===== src/sv/csm_ram.sv =====
// ----------------------------------------------------------------------------
// csm_ram
// Simple dual-port RAM with one write port and one registered read port.
// ----------------------------------------------------------------------------
module csm_ram #(
  parameter int unsigned Width = 32,
  parameter int unsigned Depth = 16,
  parameter int unsigned AddrW = (Depth > 1) ? $clog2(Depth) : 1
) (
  input  logic             clk_i,
  input  logic             we_i,
  input  logic [AddrW-1:0] waddr_i,
  input  logic [Width-1:0] wdata_i,
  input  logic [AddrW-1:0] raddr_i,
  output logic [Width-1:0] rdata_o
);

  logic [Width-1:0] mem_q [Depth];
  logic [Width-1:0] rdata_q;

  always_ff @(posedge clk_i) begin
    if (we_i) begin
      mem_q[waddr_i] <= wdata_i;
    end
    rdata_q <= mem_q[raddr_i];
  end

  assign rdata_o = rdata_q;

endmodule


===== config.mk =====
export PLATFORM = sky130hd
export DESIGN_NAME = csm_ram
export DESIGN_NICKNAME = d
export VERILOG_FILES = /design/src/sv/csm_ram.sv
export SDC_FILE = /design/constraint.sdc
export NUM_CORES = 1
export LEC_CHECK = 0
export BUFFER_PORTS_ARGS = -buffer_cell sky130_fd_sc_hd__buf_4
export CAP_MARGIN = 10
export CORE_ASPECT_RATIO = 0.8
export CORE_UTILIZATION = 60
export DETAILED_ROUTE_END_ITERATION = 8
export GPL_TIMING_DRIVEN = 0
export PLACE_DENSITY_LB_ADDON = 0.3
export SETUP_SLACK_MARGIN = 0.05
export SLEW_MARGIN = 20
export SYNTH_ARGS = -nofsm -noshare
export SYNTH_HDL_FRONTEND = slang
export SYNTH_SLANG_ARGS = --single-unit

===== constraint.sdc =====
create_clock -name clk_i -period 3.91 [get_ports clk_i]
set_input_delay 0.1955 -clock clk_i [delete_from_list [all_inputs] [get_ports clk_i]]
set_output_delay 0.1955 -clock clk_i [all_outputs]
set_load 0.02 [all_outputs]

==> results.md, run 1 <==
* Total gr overflow at 0
* RR Startpoint: mem_q[8][21]
* Pint at 9.69 mW
* CTS Buffer Depth at 3
* Warnings, synthesis at 0
* Dpl hpwl at 25.5 mm
* Commonest non-fill, non-tap cell in the layout: edfxtp_1
* Initial antenna violation count at 0
* Pins over their slew limit at 0
* Post-DRT Antenna Nets at 0
* Worst setup path endpoint: mem_q[0][5]
* Flop-to-flop setup slack at 2.48 ns
* Fin Clk Skew at 0.0158 ns
* Clock Latency Late Sink at 0.57 ns
* Net Sw Frac at 0.204
* Vias in the first global route at 9673
* Die extent in y at 165 um
* Routability cong. at 0.741
* Tcrit/Tclk final at 0.489
* Worst vdd ir at 0.000425 V
* Row cnt at 59
* CP Capture Type: register
* Status: complete, no violations
* Synth unique cells at 18
* Yosys top cell area share at 0.774
* Slew headroom at 0.374
* Share of cells above drive strength 1 at 0.322
* Seq pwr share at 0.539
* Reg2reg path depth at 3
* HP Class: primary input to register
* CTS root buffer: clkbuf_16
* Final WL at 42.4 mm
* Worst path arrival time at 2.18 ns
* Final hold viol count at 0
* F_max at 523 MHz
* Synth top area cells: edfxtp_1 (77%), mux4_2 (15%), dfxtp_1 (3.2%)
* Synthesized flop and latch total at 544
* Worst-path maximum fanout at 8
* First-pass GRT wire length at 61.5 mm
* Initial DRC count at 1203
* Startpoint Class: primary input
* Initial core utilization at 0.610
* Gr usage total at 0.261
* Pleak at 7.71 nW
* Setup Total Neg Slack at 0 ns
* Drt drc at 0
* Detailed Routing Iterations Pass 1 at 5
* Psw at 2.48 mW
* Post-Syn Area at 19900 um^2
* Hold_ws at 0.0837 ns
* Most frequent cells in the layout: edfxtp_1 (512), mux4_2 (128), buf_4 (97)
* CTS resizes at 0
* Area grow syn2layout at 18.9%
* Final Net Count at 1070
* Beginning of the critical path: waddr_i[2]
* Worst reg2reg endpoint: rdata_o[21]
* Pwr dens at 515 nW/um^2
* Worst-path clk slew at 0.07 ns
* TritonCTS Buffers at 50
* Yosys top cell by area: edfxtp_1
* Htree depth at 2
* ANT cells at 0
* Die area at 33800 um^2
* Core Region at 32600 um^2
* Crit path time final at 1.91 ns
* Via count at 9547
* WP data required at 4.18 ns
* Max Cap Viol at 0
* Clock power frac at 0.403
* Syn Inst Count at 838
* Die extent in x at 205 um
* Syn Nets at 880
* # port buffers at 71
* Measured slew at the worst slew-check pin at 0.940 ns
* CTS tree: yes
* Clock net sink count at 544
* Seq/Total Area, Yosys at 0.807
* WL/cell at 28.3 um
* Crit path kind: primary input to register
* Largest net degree at the start of global routing at 20
* RSZ-0062 raised after global routing: false
* Logic pwr share at 0.058
* Syn Area/Cell at 23.7 um^2
* I/O pin count at 74
* Final setup violating endpoints at 0
* Vias per Instance at 6.38
==> power groups by stage <==
stage | registers, mW | logic, mW | clock network, mW
finish | 6.55 | 0.707 | 4.90
global route | 6.56 | 0.753 | 5.16
CTS | 6.56 | 0.713 | 4.96
detailed placement | 6.68 | 0.679 | 0
global placement | 6.68 | 0.632 | 0
floorplan | 6.72 | 0.313 | 0
==> through the flow <==
step	setup WS (ns)	power, mW	instance area (um^2)	instances	util
floorplan	0.535	7.03	19900	838	-
global placement	-1.86	7.31	20900	1336	0.643
detailed placement	1.45	7.36	21600	1371	0.664
CTS	2.03	12.2	23600	1497	0.725
global route	1.99	12.5	23600	1497	0.725
finish	2.00	12.2	23600	1497	0.725
==> worst min-delay path by stage <==
| stage | from | to | slack (ns) | cells after the start |
|---|---|---|---|---|
| floorplan | wdata_i[0] | mem_q[0][0] | 0.29 | 0 |
| global placement | wdata_i[26] | mem_q[14][26] | 0.49 | 1 |
| detailed placement | wdata_i[29] | mem_q[12][29] | 0.49 | 1 |
| CTS | waddr_i[0] | mem_q[8][13] | 0.06 | 2 |
| global route | waddr_i[1] | mem_q[8][13] | 0.08 | 2 |
| finish | waddr_i[0] | mem_q[8][13] | 0.08 | 2 |
==> sequential cells by signal, summed over array words and instances, names as in the netlist <==
| name | flops |
|---|---|
| rdata_o | 32 |
| mem_q | 512 |
==> final cells by class <==
class / instances / area [um^2]
well taps: 427 / 534
flip-flops and latches: 544 / 16000
clock inverters: 19 / 170
repair buffers: 138 / 1430
clock buffers: 75 / 1510
fillers: 1804 / 8940
multi-input cells: 251 / 3730
plain buffers: 43 / 223
==> cells in the mapped netlist <==
master,number
nand3_1,1
edfxtp_1,512
nand3b_1,2
dfxtp_1,32
or3b_2,1
nor3_1,4
nor2_1,13
buf_1,9
clkbuf_1,17
buf_4,11
buf_6,2
nand2b_1,2
nand2_1,33
and2_1,1
mux4_2,128
buf_2,4
a22oi_1,64
nor2b_1,2
==> what timing repair did <==
action	4_1_cts	5_1_grt
setup buffers	0	0
hold buffers	32	0
hold endpoints to repair	512	0
==> routing by layer <==
layer,GRT usage,wire (um),vias up
met5,0,0,-
met4,0.0791,1090,0
met3,0.0493,4010,80
met2,0.416,20400,547
met1,0.375,17000,4974
li1,-,-,3946
==> cells by family (layout without fill, tap and decap cells) <==
logic type	Yosys count	in the layout	share of synthesized area
buffers and inverters	43	275	0.0112
AOI/OAI and AO/OA	64	64	0.0242
DFF	544	544	0.807
muxes	128	128	0.145
and+or+nand+nor	59	59	0.0127
==> critical path: stages <==
cell    delay [ns]
buf_4         0.13
or3b_2        0.59
nor3_2        0.56
buf_6         0.24
buf_4         0.23
buf_4         0.23
Power figures use the tool's default switching activity.
==> run 2, diff against run 1 <==
==> constraint.sdc (replaced) <==
create_clock -name clk_i -period 2 [get_ports clk_i]
set_input_delay 0.1 -clock clk_i [delete_from_list [all_inputs] [get_ports clk_i]]
set_output_delay 0.1 -clock clk_i [all_outputs]
set_load 0.02 [all_outputs]
==> run 2 against run 1 <==
Against the previous run: via count fell by 0.44%; hold slack improved by 0.042 ns; routed wire length rose by 0.46%; critical path type unchanged; critical endpoint is now mem_q[1][21]; highest routed layer unchanged.
==> results.md, run 2 (same netlist as run 1, synthesis figures left out) <==
* Clock Latency Late Sink at 0.57 ns
* CTS root buffer: clkbuf_16
* Worst hold stages at 4
* Share of cells above drive strength 1 at 0.302
* Gr usage total at 0.263
* Row cnt at 59
* Measured slew at the worst slew-check pin at 1.01 ns
* First-pass GRT wire length at 62.0 mm
* Commonest non-fill, non-tap cell in the layout: edfxtp_1
* Post-route cell area at 23400 um^2
* CTS tree: yes
* Hold Startpoint: raddr_i[3]
* Final setup violating endpoints at 0
* Detailed Routing Iterations Pass 1 at 6
* Initial core utilization at 0.610
* Flop-to-flop setup slack at 0.49 ns
* Clock power frac at 0.386
* Fin Clk Skew at 0.00909 ns
* Slew headroom at 0.329
* CTS Buffer Depth at 3
* Placed inst area at 21500 um^2
* Top Layer Used: met4
* Post-Place Setup Slack at -0.0584 ns
* HP Class: primary input to register
* Initial DRC count at 1010
* Final WL at 42.6 mm
* Register area at 16000 um^2
* # port buffers at 71
* Worst Hold End: rdata_o[30]
* Die extent in y at 165 um
* Net Sw Frac at 0.207
* Fin cells at 1487
* Met3 Routed Length at 3.68 mm
* Worst vdd ir at 0.000839 V
* Pleak at 7.57 nW
* Routed wl met2 at 20.5 mm
* Setup Total Neg Slack at 0 ns
* Logic pwr share at 0.060
* I/O pin count at 74
* CP Capture Type: register
* Tcrit/Tclk final at 0.949
* Reg2reg path depth at 3
* Htree depth at 2
* Largest net degree at the start of global routing at 20
* Area occupied by multi-input gates at 3750 um^2
* Fill count at 1813
* Most flops, register: mem_q
* Pint at 18.4 mW
* Routability cong. at 0.739
* Worst path arrival time at 2.16 ns
* RR Startpoint: mem_q[3][22]
* Setup ws final at 0.101 ns
* Crit path time final at 1.90 ns
* TritonCTS Buffers at 50
* Drt drc at 0
* Inst Count DP at 1360
* F_max at 527 MHz
* Core Region at 32600 um^2
* Vias in the first global route at 9662
* Final Net Count at 1062
* Initial antenna violation count at 2
* RSZ-0062 raised after global routing: false
* Worst reg2reg endpoint: rdata_o[22]
* Dpl hpwl at 25.6 mm
* Pins over their slew limit at 0
* Clock net sink count at 544
* Max FFs per register at 512
* Die extent in x at 205 um
* WL/cell at 28.7 um
* Die area at 33800 um^2
* Worst-path clk slew at 0.06 ns
* Area grow syn2layout at 17.8%
* Startpoint Class: primary input
* Total gr overflow at 0
* Psw at 4.79 mW
* Pwr dens at 990 nW/um^2
* Post-DRT Antenna Nets at 0
* Final hold viol count at 0
* Status: complete, no violations
* Worst-path maximum fanout at 18
* Seq pwr share at 0.554
* Via count at 9505
* Max Cap Viol at 0
* Vias per Instance at 6.39
* Crit path kind: primary input to register
* Most frequent cells in the layout: edfxtp_1 (512), mux4_2 (128), buf_4 (82)
* CTS resizes at 0
* WP data required at 2.26 ns
* M1 WL at 17.2 mm
run 2: power groups by stage:
stage | Combinational [mW] | Clock, mW | Sequential [mW]
floorplan | 0.617 | 0 | 13.1
global placement | 1.24 | 0 | 13.0
detailed placement | 1.33 | 0 | 13.1
CTS | 1.40 | 9.00 | 12.8
global route | 1.47 | 9.46 | 12.8
finish | 1.39 | 8.94 | 12.8
run 2: timing repair:
| action | 4_1_cts | 5_1_grt |
|---|---|---|
| hold buffers | 35 | 0 |
| buffers inserted | 0 | 0 |
| endpoints found under the hold margin | 518 | 0 |
run 2: worst max-delay path by stage:
stage,from,to,cells after the start
final,waddr_i[1],mem_q[1][21],5
after global routing,waddr_i[0],mem_q[10][26],5
after floorplan,waddr_i[2],mem_q[1][0],2
after CTS,waddr_i[0],mem_q[10][29],5
after detailed placement,waddr_i[2],mem_q[0][23],4
after global placement,waddr_i[2],mem_q[1][21],3
run 2: metal layers:
| metal | vias to the layer above | GRT usage |
|---|---|---|
| li1 | 3938 | - |
| met1 | 4979 | 0.379 |
| met2 | 499 | 0.416 |
| met3 | 89 | 0.0444 |
| met4 | 0 | 0.0896 |
| met5 | - | 0 |
run 2: final cells by class:
cell class | instances | share of cell area
clock buffer | 72 | 0.0588
buffer | 43 | 0.00952
sequential | 544 | 0.685
timing repair buffer | 130 | 0.0577
antenna | 2 | 0.000214
clock inverter | 18 | 0.00572
multi-input combinational | 251 | 0.160
tap | 427 | 0.0228
run 2: worst max-delay path: stages:
cell and delay, ns:
dlygate4sd3_1 0.60, buf_4 0.21, nand2b_1 0.35, nor2_4 0.61, buf_12 0.28
run 2: metrics by stage:
stage	util	hold slack, ns	total power [mW]
2_1_floorplan	-	0.199	13.8
6_report	0.718	0.125	23.1
5_1_grt	0.718	0.191	23.8
3_5_place_dp	0.661	0.402	14.4
3_3_place_gp	0.644	0.392	14.3
4_1_cts	0.718	0.114	23.2
==> run 3, diff against run 2 <==
--- a/config.mk
+++ b/config.mk
@@ -8,7 +8,7 @@
 export BUFFER_PORTS_ARGS = -buffer_cell sky130_fd_sc_hd__buf_4
 export CAP_MARGIN = 10
 export CORE_ASPECT_RATIO = 0.8
-export CORE_UTILIZATION = 60
+export CORE_UTILIZATION = 55
 export DETAILED_ROUTE_END_ITERATION = 8
 export GPL_TIMING_DRIVEN = 0
 export PLACE_DENSITY_LB_ADDON = 0.3
==> constraint.sdc (replaced) <==
create_clock -name clk_i -period 1.6 [get_ports clk_i]
set_input_delay 0.08 -clock clk_i [delete_from_list [all_inputs] [get_ports clk_i]]
set_output_delay 0.08 -clock clk_i [all_outputs]
set_load 0.02 [all_outputs]
==> run 3 against run 2 <==
Against the previous run: combinational power increased by 27%; largest cell class unchanged; via count rose by 1.1%; core utilization is 4.2 points lower; clock power grew 29%.
==> results.md, run 3 (same netlist as run 1, synthesis figures left out) <==
* Share of cells above drive strength 1 at 0.307
* ANT cells at 0
* Total power at 29.3 mW
* Status: complete, no violations
* Worst path arrival time at 1.78 ns
* Beginning of the critical path: waddr_i[0]
* CTS tree: yes
* CP Capture Type: register
* RSZ-0062 raised after global routing: false
* WL/cell at 27.8 um
* Met2 GRT Util at 0.381
* Die extent in y at 172 um
* Post-route cell area at 23700 um^2
* Measured slew at the worst slew-check pin at 1.00 ns
* Clock Latency Late Sink at 0.57 ns
* Worst path bufs/invs at 3
* Clock net sink count at 544
* Pleak at 7.70 nW
* Max Cap Viol at 0
* Delay-heaviest family, CP: buffers and inverters
* Largest stage delay, worst path at 0.71 ns
* Routability cong. at 0.726
* Commonest non-fill, non-tap cell in the layout: edfxtp_1
* Final WL at 43.0 mm
* Vias in the first global route at 9803
* Drt drc at 0
* Worst-path maximum fanout at 12
* Vias per Instance at 6.22
* Crit path time final at 1.53 ns
* Final Net Count at 1075
* Total gr overflow at 0
* WP data required at 1.86 ns
* Dpl hpwl at 26.3 mm
* Via count at 9612
* Setup Total Neg Slack at 0 ns
* Htree depth at 2
* First-pass GRT wire length at 63.5 mm
* Pwr dens at 1230 nW/um^2
* Tcrit/Tclk final at 0.954
* Final setup violating endpoints at 0
* Worst reg2reg endpoint: rdata_o[19]
* Startpoint Class: primary input
* Die extent in x at 214 um
* Worst setup path endpoint: mem_q[12][7]
* Worst-path clk slew at 0.06 ns
* Fin Clk Skew at 0.0152 ns
* CTS root buffer: clkbuf_16
* RR Startpoint: mem_q[11][19]
* Largest net degree at the start of global routing at 19
* Met1 Resource Use GR at 0.357
* Most flops, register: mem_q
* Reg2reg path depth at 3
* # port buffers at 71
* Worst vdd ir at 0.00111 V
* Gr busiest metal: met2
* Hold_ws at 0.0408 ns
* Critical-path cell list: buf_4 -> dlygate4sd3_1 -> nor3_4 -> buf_8
* I/O pin count at 74
* CTS Buffer Depth at 3
* Post-Place Setup Slack at -0.411 ns
* Core Region at 35100 um^2
* Initial core utilization at 0.566
* CP Depth at 4
* Initial antenna violation count at 1
* Most frequent cells in the layout: edfxtp_1 (512), mux4_2 (128), buf_4 (86)
* Crit path kind: primary input to register
* Flop-to-flop setup slack at 0.19 ns
* Initial DRC count at 1132
* Placed inst area at 21800 um^2
* Row cnt at 61
* F_max at 655 MHz
* Area grow syn2layout at 19.6%
* HP Class: primary input to register
* Slew headroom at 0.333
* Setup ws final at 0.0736 ns
* Final hold viol count at 0
* Detailed Routing Iterations Pass 1 at 5
* Pins over their slew limit at 0
* Max FFs per register at 512
* Gr usage total at 0.242
* Die area at 36900 um^2
* Met3 Resource Use GR at 0.0447
* TritonCTS Buffers at 51
* Post-DRT Antenna Nets at 0
* CP max stage cell: dlygate4sd3_1
==> run 3: layer usage <==
layer  part of all wire  wire (um)  vias up
li1                   -          -     3973
met3              0.089       3840       63
met5                  0          0        -
met4              0.020        845        0
met1               0.42      18000     5084
met2               0.47      20300      492
==> run 3: report_power, final <==
| group | switching [mW] | internal, mW |
|---|---|---|
| sequential | 0.0888 | 15.9 |
| combinational | 0.995 | 0.763 |
| clock | 4.92 | 6.60 |
| total | 6.00 | 23.3 |
==> run 3: how the worst min path moves through the flow <==
stage	from	endpoint	slack, ns	cells past startpoint
after floorplan	wdata_i[0]	mem_q[0][0]	0.18	0
after global placement	wdata_i[15]	mem_q[10][15]	0.37	1
after detailed placement	wdata_i[29]	mem_q[12][29]	0.38	1
after CTS	waddr_i[3]	mem_q[3][24]	0.02	3
after global routing	waddr_i[2]	mem_q[3][24]	0.03	3
final	waddr_i[3]	mem_q[3][24]	0.04	3
==> run 3: final cells by class <==
type	instances	area (um^2)
sequential	544	16000
fill	2204	11400
multi-input combinational	251	3750
timing repair buffer	142	1580
clock buffer	82	1480
tap	472	591
buffer	43	223
clock inverter	12	105
==> run 3: through the flow <==
step	instances	util
6_report	1546	0.676
5_1_grt	1546	0.676
4_1_cts	1542	0.675
3_5_place_dp	1412	0.620
3_3_place_gp	1381	0.601
2_1_floorplan	838	-
==> run 3: timing repair <==
action                                  in CTS  in global routing
endpoints found under the hold margin      522                  0
hold buffers                                36                  0
endpoints found under the setup margin       0                  5
resized for setup                            0                  0
setup buffers                                0                  4
==> run 3: worst min-delay path, cell delays in order <==
cell,delay (ns)
buf_4,0.10
or3b_4,0.20
nor2_4,0.06
